--- src/hw/rtl/scf_pkg.sv ---
// shared types and constants of the separable convolution filter
package scf_pkg;

	localparam int SAMPLE_W = 16;
	localparam int COEF_W   = 16;
	localparam int TAPS_W   = 5;
	localparam int BANDS_W  = 3;
	localparam int LINE_W   = 12;
	localparam int HEIGHT_W = 16;
	localparam int SCALE_W  = 31;
	localparam int RES_W    = 48;
	localparam int CFG_W    = 48;
	localparam int CIDX_W   = 3;
	localparam int CI_W     = 4;
	localparam int ROW_W    = 16;

	localparam logic [CIDX_W-1:0] CFG_TAPS   = 3'd0;
	localparam logic [CIDX_W-1:0] CFG_BANDS  = 3'd1;
	localparam logic [CIDX_W-1:0] CFG_LINE   = 3'd2;
	localparam logic [CIDX_W-1:0] CFG_HEIGHT = 3'd3;
	localparam logic [CIDX_W-1:0] CFG_SCALE  = 3'd4;
	localparam logic [CIDX_W-1:0] CFG_OFFSET = 3'd5;

	localparam logic OP_SAMPLE = 1'b0;
	localparam logic OP_COEFF  = 1'b1;

	localparam logic signed [RES_W-1:0] RES_MAX = {1'b0, {(RES_W-1){1'b1}}};
	localparam logic signed [RES_W-1:0] RES_MIN = {1'b1, {(RES_W-1){1'b0}}};

	typedef enum logic [2:0] {
		ST_IDLE,
		ST_VERT,
		ST_HORZ,
		ST_DIV,
		ST_PUT
	} state_t;

endpackage

--- src/hw/rtl/scf_div.sv ---
// radix-2 restoring divider, signed dividend, truncation toward zero
module scf_div #(
	parameter int W = 58
) (
	input  logic                               clk,
	input  logic                               arst_n,
	input  logic                               start,
	input  logic signed [W-1:0]                dividend,
	input  logic [scf_pkg::SCALE_W-1:0]        divisor,
	output logic                               done,
	output logic signed [W-1:0]                quotient
);
	import scf_pkg::*;

	localparam int CW = $clog2(W);

	logic                 busy_q;
	logic                 done_q;
	logic [CW-1:0]        cnt_q;
	logic                 neg_q;
	logic [W-1:0]         q_q;
	logic [SCALE_W-1:0]   rem_q;
	logic [SCALE_W-1:0]   d_q;
	logic [SCALE_W:0]     trial;
	logic                 ge;
	logic [SCALE_W-1:0]   rem_n;
	logic [W-1:0]         mag;

	assign mag   = dividend[W-1] ? W'(-dividend) : W'(dividend);
	assign trial = {rem_q, q_q[W-1]};
	assign ge    = trial >= {1'b0, d_q};
	assign rem_n = ge ? SCALE_W'(trial - {1'b0, d_q}) : trial[SCALE_W-1:0];

	always_ff @(posedge clk or negedge arst_n) begin
		if (!arst_n) begin
			busy_q <= 1'b0;
			done_q <= 1'b0;
			cnt_q  <= '0;
		end else begin
			done_q <= 1'b0;
			if (start) begin
				busy_q <= 1'b1;
				cnt_q  <= '0;
			end else if (busy_q) begin
				cnt_q <= cnt_q + 1'b1;
				if (cnt_q == CW'(W - 1)) begin
					busy_q <= 1'b0;
					done_q <= 1'b1;
				end
			end
		end
	end

	always_ff @(posedge clk) begin
		if (start) begin
			q_q   <= mag;
			rem_q <= '0;
			neg_q <= dividend[W-1];
			d_q   <= divisor;
		end else if (busy_q) begin
			rem_q <= rem_n;
			q_q   <= {q_q[W-2:0], ge};
		end
	end

	assign done     = done_q;
	assign quotient = neg_q ? W'(-$signed(q_q)) : $signed(q_q);

endmodule

--- config.mk ---
export PLATFORM = sky130hd
export DESIGN_NAME = scf_div
export DESIGN_NICKNAME = d
export VERILOG_FILES = /design/src/hw/rtl/scf_pkg.sv /design/src/hw/rtl/scf_div.sv
export SDC_FILE = /design/constraint.sdc
export NUM_CORES = 1
export LEC_CHECK = 0
export BUFFER_PORTS_ARGS = -buffer_cell sky130_fd_sc_hd__clkbuf_2
export CAP_MARGIN = 30
export CORE_MARGIN = 2
export CORE_UTILIZATION = 32
export DETAILED_ROUTE_END_ITERATION = 16
export HOLD_SLACK_MARGIN = 0.03
export PLACE_DENSITY_LB_ADDON = 0.12
export SETUP_SLACK_MARGIN = 0.3
export SYNTH_ARGS = -nofsm -noshare
export SYNTH_HDL_FRONTEND = slang
export SYNTH_SLANG_ARGS = --single-unit
--- constraint.sdc ---
create_clock -name clk -period 3.75 [get_ports clk]
set_clock_uncertainty 0.1 [all_clocks]
set_input_delay 0.1875 -clock clk [delete_from_list [all_inputs] [get_ports clk]]
set_output_delay 0.1875 -clock clk [all_outputs]
set_load 0.05 [all_outputs]
* Word level (Yosys, flattened, before mapping) *
Index checks and enable logic that the tools add are counted.
W data, S select, Z words.

cells by class
  add/sub/neg operators = 4
  order comparisons = 1
  equality and inequality tests = 1
  mux-type cells = 13
  reduce and logical (&&, ||, !) cells = 1

operators with widths
  kind                   number
  $mux W58               4
  $neg A58 Y58           2
  $ge A32 B31 Y1         1
  $mux W31               1
  $sub A31 B31 Y31       1
  $mux W6                2
  $add A6 B1 Y6 const B  1
  $eq A6 B6 Y1 const B   1
  $mux W1                6
  $reduce_bool A2 Y1     1

word-level totals
  register bits after elaboration = 129
  input port bits = 92
  output and inout bits = 59

* Depth between registers and ports, before layout *
  depth after elaboration = 4
  gate-level depth with buffers = 12
  depth with buffers taken out = 11

* Worst setup path before layout *
No wires, ideal clock.

  path type = register to output
  start = reg q_q[0]
  end = out quotient[46]
  arrival time = 3.576 ns
  path slack = -0.114 ns
  stages on the path, launching flop included = 10
  cells stage by stage = edfxtp_1 inv_1 ha_1 or4b_2 or3_1 nor4_1 nand3_1 o41ai_1 o21ai_1 xor2_1

on the way
  longest elaborated chain between the ends = 2

ends and longest elaborated chain
  element                   line           source
  start: declaration        scf_div.sv:21  logic [W-1:0] q_q;
  start signal: assignment  scf_div.sv:56  q_q <= mag;
  start signal: assignment  scf_div.sv:62  q_q <= {q_q[W-2:0], ge};
  $neg A58 Y58              scf_div.sv:67  assign quotient = neg_q ? W'(-$signed(q_q)) : $signed(q_q);
  $mux W58                  scf_div.sv:67
  end: declaration          scf_div.sv:11  output logic signed [W-1:0] quotient

No other way between the ends.

* Final worst setup path *
  start = reg q_q[14]
  end = out quotient[55]

Same word-level chain as after synthesis.

==> results_dict.tcl <==
set metrics [dict create \
    total_power_mw 5.04 \
    synthFlopType "edfxtp_1" \
    end_kind "output port" \
    rows 62 \
    cts_tree "yes" \
    met2_length_mm 12.0 \
    finalSetupTns_ns -0.668 \
    max_cap_violations 0 \
    htree_levels 4 \
    fillCellCount 2839 \
    drive_above_1_share_pct 24.4 \
    design.die.area_um2 30700 \
    wl_per_cell_um 16.1 \
    synth.area.top_cells "edfxtp_1 (29%), dfxtp_1 (6.6%), xnor2_1 (6.3%)" \
    die_h_um 175 \
    status "complete, but fails checks" \
    diodes 0 \
    ff2ff_setup_slack_ns 0.58 \
    critical_path_class "flip-flop to output port" \
    num_io_pins 151 \
    cts_root_buf "clkbuf_16" \
    synthCells 1081 \
    hold_viol_final 0 \
    slew_violations 0 \
    dp.final_hpwl_mm 19.8 \
    dp.cells 1602 \
    initial_utilization_pct 32.6 \
    synthTopCellsByCount "nor2_1 (116), nand2_1 (113), edfxtp_1 (90), a21oi_1 (84), xnor2_1 (68)" \
    seq_area_frac_synth_pct 37.5 \
    worst_slack_ns -0.301 \
    cp_data_required_time_ns 3.46 \
    clk_pin_slew_worst_paths_ns 0.06 \
    route.met3.wl_mm 1.09 \
    synth_nets 1209 \
    power_density_nw_per_um2 402 \
    min_period_ns 4.05 \
    final_nets 1412 \
    cts.sinks 129 \
    grt_use_total_pct 17.6 \
    arrival_ns 3.76 \
    drc_errors 0 \
    fmax_ghz 0.247 \
    ir_drop_mv 0.218 \
    synth_top_area_share_pct 28.8 \
    cts_buffer_depth 2 \
    drtIter0Drc 468 \
    yosysMostFrequentCell "nor2_1" \
    synth.distinct_cells 65 \
    period_share_pct 108 \
    routed_wl_mm 27.0 \
    grt_pass1_vias 8335 \
    place.gp.congestion 0.846 \
    startpoint_type "flip-flop" \
    clock_latency_ns 0.42 \
    numPortBuffers 150 \
    synth_area_um2 9380 \
    die_w_um 175 \
    stdcell_count 1681 \
    synth-seq-cells 129 \
    grt_remaining_overflow 0 \
    vias_per_cell 5.11 \
    synth_edf_count 90 \
    antenna_found_initial 0 \
    hp-class "primary input to asynchronous set/reset pin" \
    tritoncts.num_buffers 17 \
    async_reset_ff_share_pct 6.20 \
    rsz0062_at_grt "true" \
    area_growth_syn_to_layout_pct 33.6 \
    first_pass_iters 5 \
    synth_top_area_cell "edfxtp_1" \
    syn_area_per_cell_um2 8.68 \
    cp_max_fo 3 \
    grt_pass1_wl_mm 43.7 \
    grt_max_degree 180 \
    fin_util_pct 43.6 \
    yosysWarningCount 0 \
    m1WireLength_mm 13.7 \
    leakage_nw 5.05 \
    setup_violations 3 \
    violations "negative setup slack" \
    vias 8590 \
    ant_nets 0 \
    topRoutingLayerUsed "met4" \
    core_area_um2 28800 \
    timing.slew.headroom_pct 42.8 \
    holdWs_ns 0.0810 \
    tightest_slew_ns 0.858 \
]
[flip-flops by register name, summed over array words and instances, names as in the netlist]
| register | flops |
|---|---|
| neg_q | 1 |
| busy_q | 1 |
| d_q | 31 |
| cnt_q | 6 |
| q_q | 58 |
| rem_q | 31 |
| done | 1 |
[worst max-delay path: stages (launching register included)]
cell	delay, ns
edfxtp_1	0.39
or4_4	0.55
or4_4	0.45
nor4_4	0.15
buf_4	0.19
nand4_4	0.10
or4_4	0.44
or4_4	0.47
o31ai_4	0.29
xnor2_4	0.16
buf_12	0.15
[path summary, 6_finish.rpt]
kind	cells past startpoint	endpoint	start
setup reg to reg	11	rem_q[27]$_SDFFE_PP0P_	d_q[3]$_DFFE_PP_
max in group asynchronous	2	busy_q$_DFF_PN0_	arst_n
hold reg to reg	2	rem_q[19]$_SDFFE_PP0P_	rem_q[18]$_SDFFE_PP0P_
min in group clk	3	q_q[9]$_DFFE_PP_	dividend[9]
hold / removal	2	cnt_q[3]$_DFFE_PN0P_	arst_n
setup / recovery	10	quotient[55]	q_q[14]$_DFFE_PP_
[where the power goes]
group	leakage, nW	total (mW)	internal (mW)	switching, mW
sequential	1.26	1.81	1.66	0.149
combinational	3.51	1.51	0.584	0.930
clock	0.280	1.71	1.04	0.670
total	5.05	5.04	3.29	1.75
[metrics by stage]
stage | area (um^2) | setup slack, ns
after floorplan | 9480 | 0.165
after global placement | 11000 | 0.0983
after detailed placement | 11000 | 0.0400
after CTS | 12300 | -0.311
after global routing | 12500 | -0.410
final | 12500 | -0.301
[cells by family (layout without fill, tap and decap cells)]
| kind of cell | after synthesis | after routing | share of synthesized area (%) |
|---|---|---|---|
| flops | 129 | 129 | 37.5 |
| mux | 14 | 14 | 1.60 |
| xor+xnor | 130 | 130 | 12.1 |
| simple gates | 397 | 397 | 20.9 |
| fa+ha+maj | 36 | 36 | 4.88 |
| buf+inv | 101 | 317 | 4.08 |
| compound gates | 274 | 274 | 18.9 |
[routing by layer]
layer,global-route usage [%],up-vias
li1,-,4368
met1,25.7,4024
met2,27.2,180
met3,2.87,18
met4,3.96,0
met5,0,-
[layout by cell type, fill, tap and decap left out, drive strengths merged, types with 19 or more instances in the layout]
cell type | Yosys | routed
inv | 54 | 55
xor2 | 62 | 62
nor4 | 19 | 19
edfxtp | 90 | 90
nor3 | 22 | 22
dfxtp | 31 | 31
a311oi | 26 | 26
o21ai | 60 | 60
clkbuf | 40 | 145
a21oi | 84 | 84
nor2 | 116 | 116
dlygate4sd3 | 0 | 34
buf | 7 | 69
o31ai | 35 | 35
nand2 | 113 | 113
ha | 35 | 35
xnor2 | 68 | 68
[cell type report]
type,instances,area [um^2],share of cell area (%)
Timing Repair Buffer,231,1800,14.3
Inverter,54,203,1.62
Sequential cell,129,3520,28.1
Multi-Input combinational cell,851,5940,47.4
Clock buffer,18,429,3.42
Clock inverter,14,165,1.32
Tap cell,384,480,3.83
[what timing repair did]
action / in CTS / in global routing
hold buffers: 34 / 0
endpoints found under the setup margin: 32 / 61
pin swaps: 16 / 14
buffers inserted: 9 / 4
gates cloned: 0 / 0
hold endpoints to repair: 41 / 0
gates resized for setup: 70 / 57
Power figures use the tool's default switching activity.
