--- src/hw/rtl/scf_pkg.sv ---
// shared types and constants of the separable convolution filter
package scf_pkg;

	localparam int SAMPLE_W = 16;
	localparam int COEF_W   = 16;
	localparam int TAPS_W   = 5;
	localparam int BANDS_W  = 3;
	localparam int LINE_W   = 12;
	localparam int HEIGHT_W = 16;
	localparam int SCALE_W  = 31;
	localparam int RES_W    = 48;
	localparam int CFG_W    = 48;
	localparam int CIDX_W   = 3;
	localparam int CI_W     = 4;
	localparam int ROW_W    = 16;

	localparam logic [CIDX_W-1:0] CFG_TAPS   = 3'd0;
	localparam logic [CIDX_W-1:0] CFG_BANDS  = 3'd1;
	localparam logic [CIDX_W-1:0] CFG_LINE   = 3'd2;
	localparam logic [CIDX_W-1:0] CFG_HEIGHT = 3'd3;
	localparam logic [CIDX_W-1:0] CFG_SCALE  = 3'd4;
	localparam logic [CIDX_W-1:0] CFG_OFFSET = 3'd5;

	localparam logic OP_SAMPLE = 1'b0;
	localparam logic OP_COEFF  = 1'b1;

	localparam logic signed [RES_W-1:0] RES_MAX = {1'b0, {(RES_W-1){1'b1}}};
	localparam logic signed [RES_W-1:0] RES_MIN = {1'b1, {(RES_W-1){1'b0}}};

	typedef enum logic [2:0] {
		ST_IDLE,
		ST_VERT,
		ST_HORZ,
		ST_DIV,
		ST_PUT
	} state_t;

endpackage

--- src/hw/rtl/scf_hcell.sv ---
// horizontal cell: band-length delay of vertical sums, tap product, sum hop
module scf_hcell #(
	parameter int MAX_BANDS = 4,
	parameter int BI_W      = 2,
	parameter int VS_W      = 37,
	parameter int ACC_W     = 58
) (
	input  logic                              clk,
	input  logic                              shift,
	input  logic [BI_W-1:0]                   b_sel,
	input  logic signed [VS_W-1:0]            win_in,
	output logic signed [VS_W-1:0]            win_out,
	input  logic signed [scf_pkg::COEF_W-1:0] coef,
	input  logic                              en,
	input  logic signed [ACC_W-1:0]           psum_in,
	output logic signed [ACC_W-1:0]           psum_out
);
	import scf_pkg::*;

	localparam int PROD_W = VS_W + COEF_W;

	logic signed [VS_W-1:0]   st_q [MAX_BANDS];
	logic signed [PROD_W-1:0] prod_s1;
	logic signed [ACC_W-1:0]  psum_q;

	always_ff @(posedge clk) begin
		if (shift) begin
			st_q[0] <= win_in;
			for (int i = 1; i < MAX_BANDS; i++) begin
				st_q[i] <= st_q[i-1];
			end
		end
	end

	// delay of one pixel per band before the next cell
	assign win_out = st_q[b_sel];

	always_ff @(posedge clk) begin
		prod_s1 <= en ? PROD_W'(coef * st_q[0]) : '0;
		psum_q  <= psum_in + ACC_W'(prod_s1);
	end

	assign psum_out = psum_q;

endmodule

--- config.mk ---
export PLATFORM = sky130hd
export DESIGN_NAME = scf_hcell
export DESIGN_NICKNAME = d
export VERILOG_FILES = /design/src/hw/rtl/scf_pkg.sv /design/src/hw/rtl/scf_hcell.sv
export SDC_FILE = /design/constraint.sdc
export NUM_CORES = 2
export LEC_CHECK = 0
export ABC_AREA = 0
export CORE_UTILIZATION = 50
export CTS_BUF_LIST = sky130_fd_sc_hd__clkbuf_8 sky130_fd_sc_hd__clkbuf_16
export DETAILED_ROUTE_END_ITERATION = 12
export DONT_BUFFER_PORTS = 1
export GPL_ROUTABILITY_DRIVEN = 1
export PLACE_DENSITY = 0.7
export SLEW_MARGIN = 5
export SYNTH_ARGS = -nofsm -noshare
export SYNTH_HDL_FRONTEND = slang
export SYNTH_SLANG_ARGS = --single-unit
--- constraint.sdc ---
create_clock -name clk -period 6.4 [get_ports clk]
set_input_delay 0 -clock clk [delete_from_list [all_inputs] [get_ports clk]]
set_output_delay 0 -clock clk [all_outputs]
set_load 0.005 [all_outputs]
== Word-level counts from Yosys, hierarchy flattened ==
Memories as Yosys holds them, arrays and structs flattened.
Index checks and enable logic that the tools add are counted.
Operators by class
  add/subtract/negate cells: 1
  $mul: 1
  multiplexer cells: 2
Operators with widths (count)
  58-bit by 53-bit adder with 58-bit output: 1
  16-bit by 37-bit multiplier with 53-bit output: 1
  1-bit 2-to-1 mux: 2
Word-level totals
  flip-flop bits (word level): 111
  RAM bits: 148
  input bits: 116
  output and inout port bits: 95
  word-level logic and storage cells: 7
  memories: 1
Memory list
  st_q: words 4, width 37, rd ports 4, clocked after Yosys merged registers in 0, write ports 4, RTL line scf_hcell.sv:22  | logic signed [VS_W-1:0] st_q [MAX_BANDS];

== Logic depth before layout (Yosys ltp) ==
  depth in word-level cells: 2
  gate-level depth with buffers: 27
  gate-level depth less buffers: 24

== Least setup slack after synthesis ==
Ideal clock, no wire load.
  path kind: register to register
  from: mem st_q[0][21]
  to: reg prod_s1[52]
  library setup time: 0.132 ns
  arrival time: 6.385 ns
  data required time: 6.268 ns
  path slack: -0.116 ns
  stages on the path, launching flop included: 26
  buffers on the path: 2
  clock period less this slack: 6.516 ns
  cells stage by stage: edfxtp_1 clkbuf_1 nand2_1 fa_1 inv_1 fa_1 inv_1 fa_1 inv_1 fa_1 fa_1 inv_1 fa_1 inv_1 ha_1 buf_2 inv_1 or3_4 or4_4 o32ai_4 o211ai_2 a21oi_2 a41oi_2 o211ai_2 a21o_1 a21oi_2
RTL lines
  start, declared: RTL line scf_hcell.sv:22
  end signal, assigned: RTL line scf_hcell.sv:39  | prod_s1 <= en ? PROD_W'(coef * st_q[0]) : '0;
  end, declared: RTL line scf_hcell.sv:23  | logic signed [PROD_W-1:0] prod_s1;

==> results_dict.tcl <==
set metrics [dict create \
    synthesis.instances 3236 \
    critical_path.max_fanout 8 \
    critPathArrivalTime_ns 6.99 \
    critical_path.cell_chain "buf_6, and2_4, fa_1, fa_1, fa_2, fa_2, fa_1, inv_1, fa_1, inv_2, ha_4, nand4_1, or3_4, or3_4, o32ai_4, o211ai_2, a211oi_2, buf_4, nor2_2, o21bai_1, a211oi_2, nor3_2" \
    place.gp.congestion 0.910 \
    die_height_um 253 \
    place.detailed.hpwl_um 62500 \
    setup_viol 8 \
    setup_ws_ns -0.132 \
    start_util_pct 50.8 \
    grt_overflow 0 \
    route.detailed.drc 0 \
    floorplan.die.width_um 253 \
    synth.avg_cell_area_um2 9.74 \
    wl_um 83400 \
    synth_ff_type "edfxtp_1" \
    vias_per_cell 5.33 \
    vias_after_detailed_routing 23023 \
    violations_in_the_final_reports "negative hold slack, negative setup slack" \
    route.antenna.remaining_nets 0 \
    yosys.cell_types.count 67 \
    period_share_pct 102 \
    vias_in_the_first_global_route 24721 \
    clock-sinks 259 \
    worst-endpoint-required_ns 6.86 \
    global_route_wire_length_before_repair_um 133000 \
    globalRouteTotalUtil_pct 26.9 \
    synth_seq_area_share_pct 21.1 \
    initial_antenna_violation_count 6 \
    clk_pin_slew_worst_paths_ns 0.06 \
    avgRoutedWirePerCell_um 19.3 \
    register_to_register_setup_slack_ns -0.13 \
    cp-end-kind "flop" \
    asyncSetResetFlopFracSynth_pct 0 \
    tritoncts "built" \
    final-hold-violation-count 3 \
    crit_path_start "st_q[0][12]" \
    worstSetupEndpoint "prod_s1[42]" \
    whs_ns -0.0162 \
    syn-num-nets 4090 \
    cts.htree.levels 2 \
    report.final.slew_viol_count 0 \
    die_area_um2 64100 \
    detailedRoute.firstIterationViolations 1457 \
    netlist.top_cell.by_area "fa_1" \
    critPathMostFrequentCell "fa_1" \
    finalCriticalPeriod_ns 6.53 \
    timing.fmax_mhz 153 \
    clock_path_buffers 3 \
    core_um2 62100 \
    clock_insertion_delay_at_the_later_pin_of_the_skew_report_ns 0.54 \
    clock-root-buffer "clkbuf_16" \
    worst_slew_pin_slew_ns 1.03 \
    synth.top_cells.by_count "714 x inv_1, 557 x fa_1, 435 x nand2_1" \
    grt_setup_unrepaired "true" \
    drive_gt1_share_pct 12.0 \
    worst-r2r-cell-count 22 \
    r2r-start "st_q[0][12]" \
    setup.worst_path.start_class "flop" \
    layout-area-overhead-vs-synth_pct 16.3 \
    numCtsBuffers 34 \
    grt_start_max_net_pins 149 \
    critical_path.max_stage_delay_ns 0.59 \
    worst-setup-path-type "flop to flop" \
    timing.clock.skew_ns 0.0283 \
    reg_to_reg_critical_path_endpoint "prod_s1[42]" \
    hp-class "primary input to flop" \
    layout.nets 4303 \
    first_pass_iters 5 \
    synth.ff_latch_count 259 \
    synth_edf_count 148 \
    synthTopCellsByArea "fa_1 35%, edfxtp_1 14%, inv_1 8.5%, ha_1 7.2%, dfxtp_1 7.0%" \
    outcome "finished, violations left" \
    synthesis.yosys.warnings 0 \
    io_buffer_count 0 \
    syn-cell-area_um2 31500 \
    relSlewSlack_pct 30.7 \
    yosys.cell_count.top_type "inv_1" \
    maxCapViolCount 0 \
    row_count 91 \
    io_pins 211 \
    synth_top_area_share_pct 35.4 \
    critPathSlowestCell "fa_2" \
]
## layer usage
layer  GRT usage [%]  up-vias  part of all wire (%)
met5               0        -                     0
met3            7.07      159                   9.8
met2            43.5      964                    46
met4            7.88        0                   2.8
met1            35.4    11494                    41
li1                -    10406                     -
## how the worst min path moves through the flow
stage / startpoint / endpoint / slack [ns] / depth (start not counted)
4_1_cts: psum_in[44] / psum_out[44] / 0.0007 / 3
3_5_place_dp: win_in[3] / st_q[0][3] / 0.1 / 0
5_1_grt: shift / st_q[2][6] / 0.02 / 1
2_1_floorplan: win_in[0] / st_q[0][0] / 0.1 / 0
6_report: shift / st_q[3][5] / -0.02 / 1
3_3_place_gp: win_in[30] / st_q[0][30] / 0.1 / 0
## cell families (layout without fill, tap and decap cells)
| family | count (synthesis) | after routing | synth area share, % |
|---|---|---|---|
| AND/OR/NAND/NOR | 886 | 886 | 13.2 |
| buffers and inverters | 861 | 1098 | 10.3 |
| adder cells (fa/ha/maj) | 738 | 738 | 42.6 |
| AO/OA/AOI/OAI | 351 | 351 | 7.30 |
| flip-flops | 259 | 259 | 21.1 |
| XOR/XNOR | 103 | 103 | 2.86 |
| multiplexers | 38 | 38 | 2.68 |
| other | 0 | 6 | 0 |
## state kept, by name, summed over array words and instances, names as in the netlist
register and flops:
st_q 148, psum_out 58, prod_s1 53
## worst max-delay path: cells and delay by family, from the launching register on
kind	cells	cell delay [ns]
AND/OR/NAND/NOR	6	1.14
adder cells (fa/ha/maj)	7	3.32
buffers and inverters	4	0.46
flip-flops	1	0.50
AO/OA/AOI/OAI	5	1.05
## what timing repair did
| action | 4_1_cts | 5_1_grt |
|---|---|---|
| pin swaps | 40 | 49 |
| buffers inserted | 29 | 15 |
| hold buffers | 118 | 0 |
| hold endpoints to repair | 290 | 0 |
| cloned | 0 | 1 |
| resized for setup | 56 | 77 |
| endpoints found under the setup margin | 16 | 22 |
## layout make-up
cell class / instances / area [µm²]
clock buffer: 40 / 956
inverter: 714 / 2680
timing repair buffer: 324 / 3010
tap: 837 / 1050
multi-input combinational: 2116 / 22100
antenna: 6 / 15.0
sequential: 259 / 6670
fill: 5213 / 25400
clock inverter: 20 / 185
## layout by cell type (no fill, tap or decap), drive strengths merged, types with 18 or more instances in the layout
cell | Yosys | layout
clkbuf | 133 | 41
nand3 | 24 | 24
a31oi | 19 | 19
edfxtp | 148 | 148
xnor2 | 69 | 69
a21oi | 111 | 111
mux4 | 37 | 37
nand4 | 20 | 20
nor3 | 18 | 18
o21ai | 59 | 59
and2 | 198 | 198
dfxtp | 111 | 111
inv | 714 | 719
dlygate4sd3 | 0 | 116
o21bai | 23 | 23
nor2 | 121 | 121
buf | 14 | 207
nand2 | 435 | 435
ha | 181 | 181
xor2 | 34 | 34
a21o | 45 | 45
fa | 557 | 557
## metrics by stage
step | worst slack, ns | utilization, % | TNS, ns | std cells | instance area, µm²
floorplan | 0.00138 | - | 0 | 3236 | 31500
global placement | -0.175 | 53.7 | -1.12 | 4088 | 33400
detailed placement | -0.279 | 53.7 | -2.23 | 4088 | 33400
CTS | -0.0491 | 58.4 | -0.131 | 4294 | 36200
global route | -0.298 | 59.1 | -2.44 | 4316 | 36700
finish | -0.132 | 59.1 | -0.574 | 4316 | 36700
Power is not shown: default switching activity piles up to over one toggle a cycle in this logic, so the estimate is an artifact.
